`config.mk`:
```
export PLATFORM = sky130hd
export DESIGN_NAME = cat_queue
export DESIGN_NICKNAME = d
export VERILOG_FILES = /design/src/rtl/core/cat_pkg.sv /design/src/rtl/core/cat_queue.sv
export SDC_FILE = /design/constraint.sdc
export NUM_CORES = 1
export LEC_CHECK = 0
export BUFFER_PORTS_ARGS = -buffer_cell sky130_fd_sc_hd__buf_2
export CORE_MARGIN = 10
export CORE_UTILIZATION = 28
export CTS_CLUSTER_DIAMETER = 100
export CTS_CLUSTER_SIZE = 20
export DETAILED_ROUTE_END_ITERATION = 16
export HOLD_SLACK_MARGIN = 0.02
export SLEW_MARGIN = 20
export SYNTH_ARGS = -nofsm -noshare
export SYNTH_HDL_FRONTEND = slang
export SYNTH_SLANG_ARGS = --single-unit
```
`constraint.sdc`:
```
create_clock -name clock -period 3.7 [get_ports clock]
set_input_delay 0.74 -clock clock [delete_from_list [all_inputs] [get_ports clock]]
set_output_delay 0.74 -clock clock [all_outputs]
set_load 0.01 [all_outputs]
```
`src/rtl/core/cat_pkg.sv`:
```
`default_nettype none

package cat_pkg;

   // Scanner modes
   typedef enum logic [2:0] {
      MODE_BETWEEN  = 3'd0,
      MODE_WORD     = 3'd1,
      MODE_QUOTE    = 3'd2,
      MODE_SLASH    = 3'd3,
      MODE_LINECMT  = 3'd4,
      MODE_BLOCKCMT = 3'd5
   } mode_type;

   // Token kinds
   localparam logic [1:0] KIND_WORD  = 2'd0;
   localparam logic [1:0] KIND_QUOTE = 2'd1;
   localparam logic [1:0] KIND_PUNCT = 2'd2;

   // Register indexes
   localparam logic [1:0] CSR_STRIP_C     = 2'd0;
   localparam logic [1:0] CSR_STRIP_SHELL = 2'd1;
   localparam logic [1:0] CSR_KEEP_QUOTES = 2'd2;

   // Character codes
   localparam logic [7:0] CH_NL     = 8'h0A;
   localparam logic [7:0] CH_SPACE  = 8'h20;
   localparam logic [7:0] CH_DQUOTE = 8'h22;
   localparam logic [7:0] CH_HASH   = 8'h23;
   localparam logic [7:0] CH_SQUOTE = 8'h27;
   localparam logic [7:0] CH_STAR   = 8'h2A;
   localparam logic [7:0] CH_SLASH  = 8'h2F;
   localparam logic [7:0] CH_BSLASH = 8'h5C;
   localparam logic [7:0] CH_UNDER  = 8'h5F;

   localparam logic [15:0] SPACE_MAX = 16'hFFFF;

   // Default queue depth between front and back
   localparam int CAT_QUEUE_DEPTH = 4;

   typedef struct packed {
      logic strip_c;
      logic strip_shell;
      logic keep_quotes;
   } cfg_type;

   // One result word
   typedef struct packed {
      logic [7:0]  tok_byte;
      logic [1:0]  tok_kind;
      logic        tok_first;
      logic        tok_last;
      logic        tok_empty;
      logic [15:0] space_before;
      logic        text_done;
      logic        open_comment_error;
   } tok_type;

   // Up to two words pushed per accepted item
   typedef struct packed {
      logic [1:0]        count;
      tok_type [1:0]     word;
   } push_type;

endpackage

`default_nettype wire

```
`src/rtl/core/cat_queue.sv`:
```
`default_nettype none

module cat_queue
   import cat_pkg::*;
#(
   parameter int DEPTH = CAT_QUEUE_DEPTH,
   localparam int PW = $clog2(DEPTH),
   localparam int CW = $clog2(DEPTH + 1)
)
(
   input  wire logic        clock,
   input  wire logic        reset,
   input  wire push_type    push,
   output logic             room,
   output logic [CW-1:0]    count,
   output logic             pop_valid,
   output tok_type          pop_word,
   input  wire logic        pop_ready
);

   tok_type        mem_ff [DEPTH];
   tok_type        head_ff;
   logic [PW-1:0]  wptr_ff, wptr_in;
   logic [PW-1:0]  rptr_ff, rptr_in;
   logic [CW-1:0]  count_ff, count_in;
   logic [PW-1:0]  wptr_next;
   logic           pop;

   function automatic logic [PW-1:0] step(input logic [PW-1:0] p);
      return (p == PW'(DEPTH - 1)) ? '0 : p + PW'(1);
   endfunction

   assign wptr_next = step(wptr_ff);
   assign pop       = pop_ready && (count_ff != '0);
   assign pop_valid = count_ff != '0;
   // word taken by the most recent pop
   assign pop_word  = head_ff;
   assign count     = count_ff;
   // room for the two words one item may cause
   assign room      = count_ff <= CW'(DEPTH - 2);

   // Pointer and fill updates
   always_comb begin
      wptr_in  = wptr_ff;
      rptr_in  = rptr_ff;
      if (push.count == 2'd1) wptr_in = wptr_next;
      else if (push.count == 2'd2) wptr_in = step(wptr_next);
      if (pop) rptr_in = step(rptr_ff);
      count_in = count_ff + CW'(push.count) - CW'(pop);
   end

   // Storage writes; the head word is read out on each pop
   always_ff @(posedge clock) begin
      if (push.count != 2'd0) mem_ff[wptr_ff] <= push.word[0];
      if (push.count == 2'd2) mem_ff[wptr_next] <= push.word[1];
      if (pop) head_ff <= mem_ff[rptr_ff];
   end

   always_ff @(posedge clock) begin
      if (reset) begin
         wptr_ff  <= '0;
         rptr_ff  <= '0;
         count_ff <= '0;
      end else begin
         wptr_ff  <= wptr_in;
         rptr_ff  <= rptr_in;
         count_ff <= count_in;
      end
   end

endmodule

`default_nettype wire

```
==> results of run 1 <==
## sequential cells by signal, summed over array words and instances (netlist names)
name	count
rptr_ff	2
pop_word	31
mem_ff	124
wptr_ff	2
count	3
## layout make-up
class / instances / area (um^2) / area share
flip-flops and latches: 162 / 4797 / 0.5353
clock inverters: 14 / 138.9 / 0.01550
diodes: 2 / 5.005 / 0.0005585
repair buffers: 113 / 593.1 / 0.06618
multi-input cells: 201 / 2526 / 0.2819
inverters: 14 / 52.55 / 0.005864
well taps: 335 / 419.2 / 0.04677
clock buffers: 18 / 429.2 / 0.04789
## cell usage in the layout, fill, tap and decap left out, types with 2 or more instances in the layout
cell type   synthesis  final
edfxtp_1          155    155
mux2_2            124    124
buf_2              15    102
mux4_2             31     31
clkbuf_16           0     17
ha_1               14     14
inv_1              14     13
buf_4               0     11
dfxtp_1             7      5
nand2_2             0      4
o21ai_4             0      4
clkinv_1            0      4
clkinv_4            0      4
nand2_1             7      3
nor2b_1             3      3
nor2_1              3      3
diode_2             0      2
or3_1               2      2
a21oi_1             2      2
xnor2_1             2      2
bufinv_16           0      2
clkinvlp_4          0      2
dfxtp_2             0      2
## per-layer routing
layer / part of all wire / vias up
li1: - / 1807
met1: 0.42 / 2033
met2: 0.51 / 78
met3: 0.052 / 23
met4: 0.013 / 4
met5: 0.0019 / -
## path summary, 6_finish.rpt
path                      startpoint                 endpoint  slack (ns)  depth (start not counted)
max                         push[62]  mem_ff[3][27]$_DFFE_PP_        1.46                          7
min          wptr_ff[1]$_SDFFE_PP0P_  wptr_ff[1]$_SDFFE_PP0P_        0.58                          2
max reg2reg  wptr_ff[0]$_SDFFE_PP0P_   mem_ff[1][0]$_DFFE_PP_        1.46                          5
min reg2reg  wptr_ff[1]$_SDFFE_PP0P_  wptr_ff[1]$_SDFFE_PP0P_        0.58                          2
## power by group through the flow
stage	clock (W)	sequential (W)	combinational, W
2_1_floorplan	0	0.00254	0.000620
3_3_place_gp	0	0.00253	0.00101
3_5_place_dp	0	0.00254	0.00103
4_1_cts	0.00174	0.00250	0.00103
5_1_grt	0.00182	0.00253	0.00110
6_report	0.00170	0.00249	0.000996
## tightest hold or removal path: cells and delay by family (launching register included)
| kind | cells | cell delay, ns |
|---|---|---|
| simple gates | 1 | 0.12 |
| flops | 1 | 0.35 |
| compound gates | 1 | 0.06 |
## stage by stage
step / util / instances / setup WS, ns / instance area [um^2] / hold WS (ns)
final: 0.3429 / 859 / 1.460 / 8961 / 0.5778
after global routing: 0.3428 / 858 / 1.330 / 8959 / 0.5830
after CTS: 0.3427 / 857 / 1.404 / 8956 / 0.5757
after detailed placement: 0.3210 / 825 / 0.9576 / 8388 / 0.5719
after global placement: 0.3210 / 825 / 1.005 / 8388 / 0.5417
after floorplan: - / 396 / 0.01000 / 7442 / 0.5151
## kinds of logic (layout without fill, tap and decap cells)
logic type / count (synthesis) / after routing / synth area share
buffers and inverters: 33 / 159 / 0.02370
flip-flops: 162 / 162 / 0.6442
multiplexers: 156 / 156 / 0.2828
AND/OR/NAND/NOR: 17 / 17 / 0.01093
adder cells (fa/ha/maj): 15 / 15 / 0.02623
XOR/XNOR: 3 / 3 / 0.003531
other: 0 / 2 / 0
AO/OA/AOI/OAI: 10 / 10 / 0.008574
==> flow_summary.toml, run 1 <==
[synth]
yosys.area.top_type = "edfxtp_1"
syn_nets = 478
yosysSeqAreaShare = 0.6443
syn_avg_cell_area_um2 = 18.79
ys_ff_latch = 162
synth_cells = 396
ys_async_sr_fraction = 0
synth_top_cells_by_area = "edfxtp_1 63%, mux2_2 19%, mux4_2 9.4%, ha_1 2.4%, dfxtp_1 1.9%"
yosysWarningCount = 0
synth_cell_types = 24
synthTopCellsByCount = "155 x edfxtp_1, 124 x mux2_2, 31 x mux4_2"
ys.flop_type = "edfxtp_1"
yosysMostFrequentCell = "edfxtp_1"
netlist_area_um2 = 7442
synth_edf_count = 155
synth_top_area_share = 0.6254

[worst_setup_path]
path_max_fanout = 31
crit_path_start_kind = "primary input"
worstPathCellList = "buf_2 -> inv_1 -> ha_1 -> nand2_2 -> buf_4 -> o21ai_4 -> buf_4"
crit_buf_inv = 4
crit_path_frequent_cell = "buf_4"
cpPeakStageDelay_ns = 0.50
crit_type = "primary input to register"
cp_data_arrival_time_ns = 2.30
crit_path_end_kind = "register"
required_ns = 3.76
cp_slowest_cell = "buf_4"
cp_top_family = "buffers and inverters"

[power]
irDropWorstVdd_v = 0.0002509
total_power_w = 0.005185
p_sw_w = 0.001362
sw_frac_of_total = 0.2627
p_int_w = 0.003823
combPwrFrac = 0.192
p_clk_frac = 0.327
power_density_nw_per_um2 = 578.6
leakagePower_nw = 3.178
pwr-share-seq = 0.481

[grt]
antenna_found_initial = 4
grt.busiest_layer = "met2"
grt_max_degree = 34
grtUsageTotal = 0.1089
grt_first_pass_wirelength_um = 27050
met2_usage = 0.1895
use_met1 = 0.1236
grt_pass1_vias = 4484
use_met3 = 0.03557
overflow = 0

[drt]
drc = 0
wirelength_um = 17940
avgRoutedWirePerCell_um = 20.89
antenna_left = 0
vias_per_cell = 4.593
drtPass1Iterations = 4
drt-initial-drc-count = 168
num_vias = 3945

[floorplanning]
die_h_um = 183.0
die_area_um2 = 33500
die_w_um = 183.0
core_area_um2 = 26130
io_pins = 103
std_cell_rows = 59
start_util = 0.2848

[cells_and_area]
n_fill_cell = 2500
area_growth_pct = 20.41
final_nets = 591
drive_gt1_frac = 0.5900

[clock_network]
cts_buffers = 17
ctsHoldBuffers = 0
cts_tree = "built"
clk_pin_slew_ns = 0.06
cts_max_level = 4
root_buffer = "clkbuf_16"
cts_setup_buffers = 0
ctsResizeCount = 0
insertion_delay_ns = 0.42
clockBufferDepth = 2
numClockSinks = 162

[timing]
relSlewSlack = 0.3129
slew_viol_final = 0
hold_violations = 0
rsz0062_at_grt = "false"
setup_viol = 0
fin_crit_ns = 2.240
finalCritPeriodShare = 0.6055
fin_tns_setup_ns = 0
fin_skew_ns = 0.008726
max_freq_mhz = 446.4
worst_slew_pin_slew_ns = 1.031

[placement]
place_hpwl_um = 11720
portBuffers = 102
place_congestion = 0.6964

[run]
cap_violations = 0

[min_path]
hp-class = "register to register"

[status]
outcome = "complete, no violations"
Power figures use the tool's default switching activity.
==> inputs of run 2 (changes only) <==
Clock period 3.7 ns to 1.97 ns, I/O delays scaled along.
==> run 2 against run 1 <==
Effect of this change: combinational power up 120%; non-clock buffer count up 20; critical path type is now register to register; die area unchanged; design area up 4.5%; largest power group unchanged.
==> flow_summary.toml, run 2 (same netlist as run 1, synthesis figures left out) <==
[status]
outcome = "complete, no violations"

[timing]
rsz0062_at_grt = "true"
max_freq_mhz = 510.6
finalCritPeriodShare = 0.9941
setup_viol = 0
fin_skew_ns = 0.009663
relSlewSlack = 0.6179
fin_crit_ns = 1.958
hold_violations = 0
slew_viol_final = 0
worst_slew_pin_slew_ns = 0.5731

[clock_network]
clockBufferDepth = 2
clk_pin_slew_ns = 0.07
numClockSinks = 162
root_buffer = "clkbuf_16"
cts_tree = "built"
cts_max_level = 4
cts_buffers = 17
insertion_delay_ns = 0.42

[floorplanning]
die_w_um = 183.0
std_cell_rows = 59
start_util = 0.2848
io_pins = 103
core_area_um2 = 26130
die_area_um2 = 33500
die_h_um = 183.0

[cells_and_area]
top_register = "mem_ff"
area_growth_pct = 25.86
final_nets = 611
final_cell_mix = "155 x edfxtp_1, 124 x mux2_2, 102 x buf_2"
drive_gt1_frac = 0.6236
final_common_cell = "edfxtp_1"
largest_reg_flops = 124
final_cells = 878
utilization = 0.3584

[drt]
antenna_left = 0
num_vias = 4102
drt-initial-drc-count = 220
avgRoutedWirePerCell_um = 20.42
drc = 0
vias_per_cell = 4.672
wirelength_um = 17930
drtPass1Iterations = 4

[worst_setup_path]
cpPeakStageDelay_ns = 0.51
crit_buf_inv = 2
crit_type = "register to register"
required_ns = 2.33
cp_top_family = "adder cells"
path_max_fanout = 2
worstPathCellList = "o31ai_4 -> clkinvlp_4 -> ha_4 -> inv_2 -> ha_4 -> fa_2 -> nor2b_4"
cp_data_arrival_time_ns = 2.32
crit_path_frequent_cell = "ha_4"
cp_slowest_cell = "fa_2"
crit_path_end_kind = "register"
crit_path_start_kind = "register"

[placement]
place.detailed.instances = 844
place_hpwl_um = 12370
place_congestion = 0.7193
portBuffers = 102

[power]
p_sw_w = 0.002708
combPwrFrac = 0.224
irDropWorstVdd_v = 0.0007027
sw_frac_of_total = 0.2706
leakagePower_nw = 3.350
pwr-share-seq = 0.462
p_clk_frac = 0.314
p_int_w = 0.007301
power_density_nw_per_um2 = 1069

[run]
cap_violations = 0

[grt]
grt_first_pass_wirelength_um = 27640
grt_pass1_vias = 4661
grtUsageTotal = 0.1103
overflow = 0
antenna_found_initial = 6
grt_max_degree = 32

[min_path]
hp-class = "primary input to register"
run 2: final cells by class:
type	count	area [um^2]
clock inverters	14	130.1
repair buffers	133	955.9
flip-flops and latches	162	4803
fillers	2498	16770
clock buffers	18	429.2
diodes	1	2.502
inverters	14	56.30
well taps	335	419.2
multi-input cells	201	2570
run 2: power groups by stage:
stage / clock network, W / logic, W / registers, W
final: 0.00315 / 0.00224 / 0.00462
after global routing: 0.00339 / 0.00246 / 0.00467
after CTS: 0.00323 / 0.00229 / 0.00464
after detailed placement: 0 / 0.00227 / 0.00471
after global placement: 0 / 0.00223 / 0.00467
after floorplan: 0 / 0.00122 / 0.00477
run 2: through the flow:
stage | hold WS (ns) | total power [W] | setup TNS (ns) | worst slack [ns] | instance area [um^2]
after floorplan | 0.4559 | 0.005994 | -52.80 | -0.5595 | 7491
after global placement | 0.5379 | 0.006903 | 0 | 0.05236 | 8788
after detailed placement | 0.5693 | 0.006976 | -0.01301 | -0.01301 | 8788
after CTS | 0.2147 | 0.01016 | 0 | 0.01050 | 9356
after global routing | 0.2585 | 0.01052 | -0.03400 | -0.03400 | 9366
final | 0.2633 | 0.01001 | 0 | 0.01168 | 9366
run 2: final timing paths:
check / from / end / slack (ns) / depth (start not counted)
max: count[1]$_SDFF_PP0_ / count[1]$_SDFF_PP0_ / 0.01 / 7
min: reset / count[1]$_SDFF_PP0_ / 0.26 / 2
max reg2reg: count[1]$_SDFF_PP0_ / count[1]$_SDFF_PP0_ / 0.01 / 7
min reg2reg: wptr_ff[1]$_SDFFE_PP0P_ / wptr_ff[1]$_SDFFE_PP0P_ / 0.59 / 2
run 2: metal layers:
layer / vias to the layer above / part of all wire / GRT usage
met1: 2133 / 0.42 / 0.1252
li1: 1854 / - / -
met2: 79 / 0.52 / 0.1937
met3: 26 / 0.052 / 0.03696
met4: 10 / 0.012 / 0.03082
met5: - / 0.0031 / 0
run 2: what timing repair did:
item / in CTS / in global routing
endpoints found under the setup margin: 1 / 1
hold buffers: 0 / 0
buffers inserted: 1 / 0
pin swaps: 1 / 0
gates resized for setup: 1 / 1
==> inputs of run 3 (changes only) <==
Settings changed: ABC_AREA set to 1.
==> run 3 against run 2 <==
Effect of this change: global-route usage grew 0.57 points; synthesized cell count grew 82%; via count rose by 31%; power up 6.7%; die area decreased by 0.22%; critical path depth grew 1; fmax up 9.3%; count of clock-buffer cells in the layout did not move; cell count is 34% higher; critical endpoint unchanged; largest cell class unchanged.
==> flow_summary.toml, run 3 <==
[power]
irDropWorstVdd_v = 0.0005452
p_sw_w = 0.003328
combPwrFrac = 0.241
p_clk_frac = 0.316
p_int_w = 0.007354
leakagePower_nw = 3.729
sw_frac_of_total = 0.3115
pwr-share-seq = 0.443
power_density_nw_per_um2 = 1172

[clock_network]
cts_buffers = 17
cts_setup_buffers = 0
cts_tree = "built"
root_buffer = "clkbuf_16"
ctsHoldBuffers = 0
clk_pin_slew_ns = 0.07
clockBufferDepth = 2
numClockSinks = 162
cts_max_level = 4
insertion_delay_ns = 0.42
ctsResizeCount = 0

[synth]
ys_async_sr_fraction = 0
synth_cells = 719
netlist_area_um2 = 7423
synth_top_area_share = 0.6270
ys_ff_latch = 162
yosysWarningCount = 0
yosysSeqAreaShare = 0.6459
syn_avg_cell_area_um2 = 10.32
ys.flop_type = "edfxtp_1"
syn_nets = 801
yosysMostFrequentCell = "o21ai_0"
synth_edf_count = 155
synthTopCellsByCount = "173 x o21ai_0, 155 x edfxtp_1, 135 x nand2_1"
synth_cell_types = 20
synth_top_cells_by_area = "edfxtp_1 63%, o21ai_0 12%, nand2_1 6.8%, nor2_1 3.6%, inv_1 2.8%"
yosys.area.top_type = "edfxtp_1"

[timing]
rsz0062_at_grt = "false"
max_freq_mhz = 557.9
fin_hold_ws_ns = 0.2004
fin_crit_ns = 1.792
setup_viol = 0
hold_violations = 0
relSlewSlack = 0.6334
finalCritPeriodShare = 0.9098
fin_skew_ns = 0.008340
slew_viol_final = 0
worst_slew_pin_slew_ns = 0.5499

[drt]
antenna_left = 0
num_vias = 5377
vias_per_cell = 4.580
drtPass1Iterations = 5
wirelength_um = 19480
drt-initial-drc-count = 450
avgRoutedWirePerCell_um = 16.59
drc = 0

[min_path]
worstHoldStart = "reset"
hold_depth = 2
hp-class = "primary input to register"
min_to = "count[1]$_SDFF_PP0_"

[grt]
overflow = 0
antenna_found_initial = 2
grt_first_pass_wirelength_um = 30720
grt_max_degree = 65
grtUsageTotal = 0.1160
grt_pass1_vias = 5415

[cells_and_area]
drive_gt1_frac = 0.2145
final_cell_mix = "169 x o21ai_0, 155 x edfxtp_1, 135 x nand2_1"
num_antenna_cells = 0
final_nets = 908
final_cells = 1174
utilization = 0.3496
finalInstanceArea_um2 = 9111
final_common_cell = "o21ai_0"
top_register = "mem_ff"
largest_reg_flops = 124
area_growth_pct = 22.74

[worst_setup_path]
path_max_fanout = 4
r2r_slack_ns = 0.18
cp_data_arrival_time_ns = 2.15
worst-r2r-cell-count = 8
crit_path_end_kind = "register"
crit_type = "register to register"
r2r-start = "count[1]$_SDFF_PP0_"
required_ns = 2.32
crit_path_start_kind = "register"
r2r_end = "count[1]$_SDFF_PP0_"

[placement]
postPlaceCellArea_um2 = 8516
place.detailed.instances = 1142
place_congestion = 0.7542
portBuffers = 102
place_hpwl_um = 13060

[floorplanning]
start_util = 0.2849
io_pins = 103
std_cell_rows = 59
die_area_um2 = 33430
die_h_um = 182.8
core_area_um2 = 26060
die_w_um = 182.8

[status]
outcome = "complete, no violations"

[run]
cap_violations = 0
run 3: changes by cell type in the layout (fill, tap and decap cells not counted), sizes merged, moves of 3 or more:
| cell | delta |
|---|---|
| mux2 | -124 |
| nand2 | +132 |
| nand3 | +5 |
| nor2b | -3 |
| clkinv | -4 |
| inv | +46 |
| o21ai | +186 |
| o22ai | +31 |
| mux4 | -31 |
| nor2 | +69 |
run 3: per-stage QoR:
step / setup TNS, ns / total power (W) / worst slack, ns
3_5_place_dp: 0 / 0.007457 / 0.1171
6_report: 0 / 0.01068 / 0.1776
5_1_grt: 0 / 0.01129 / 0.09793
4_1_cts: 0 / 0.01083 / 0.1586
3_3_place_gp: 0 / 0.007391 / 0.1291
2_1_floorplan: -68.51 / 0.006317 / -0.5544
run 3: per-layer routing:
layer,vias to the layer above,global-route usage,part of all wire
li1,2722,-,-
met5,-,0,0.0011
met4,4,0.03486,0.015
met3,18,0.02953,0.050
met2,127,0.1942,0.48
met1,2506,0.1445,0.45
run 3: kinds of logic after synthesis:
family,share of synthesized area
compound gates,0.1579
xor+xnor,0.001180
fa+ha+maj,0.02629
buf+inv,0.05731
flops,0.6459
simple gates,0.1114
run 3: area by class of cell:
| class | instances | area (um^2) |
|---|---|---|
| Inverter | 56 | 210.2 |
| Multi-Input combinational cell | 458 | 2265 |
| Fill cell | 2584 | 16950 |
| Sequential cell | 162 | 4806 |
| Clock buffer | 18 | 429.2 |
| Tap cell | 335 | 419.2 |
| Timing Repair Buffer | 131 | 815.8 |
| Clock inverter | 14 | 166.4 |
run 3: critical path: stages (launching register included):
cell and delay [ns]:
dfxtp_4 0.35, nor2_2 0.17, a21boi_4 0.08, ha_1 0.27, inv_1 0.04, ha_1 0.19, fa_2 0.53, inv_1 0.04
nor2_1 0.06
run 3: power groups by stage:
stage / Combinational (W) / Clock (W) / Sequential, W
floorplan: 0.00139 / 0 / 0.00493
global placement: 0.00260 / 0 / 0.00479
detailed placement: 0.00265 / 0 / 0.00481
CTS: 0.00265 / 0.00344 / 0.00474
global route: 0.00291 / 0.00359 / 0.00479
finish: 0.00258 / 0.00338 / 0.00473
run 3: worst max-delay path by stage:
stage / startpoint / to / slack (ns) / cells after the start
after floorplan: wptr_ff[0]$_SDFFE_PP0P_ / mem_ff[2][0]$_DFFE_PP_ / -0.55 / 4
after detailed placement: pop_ready / count[1]$_SDFF_PP0_ / 0.12 / 8
after CTS: count[1]$_SDFF_PP0_ / count[1]$_SDFF_PP0_ / 0.16 / 8
after global placement: pop_ready / count[1]$_SDFF_PP0_ / 0.13 / 8
final: count[1]$_SDFF_PP0_ / count[1]$_SDFF_PP0_ / 0.18 / 8
after global routing: count[1]$_SDFF_PP0_ / count[1]$_SDFF_PP0_ / 0.1 / 8
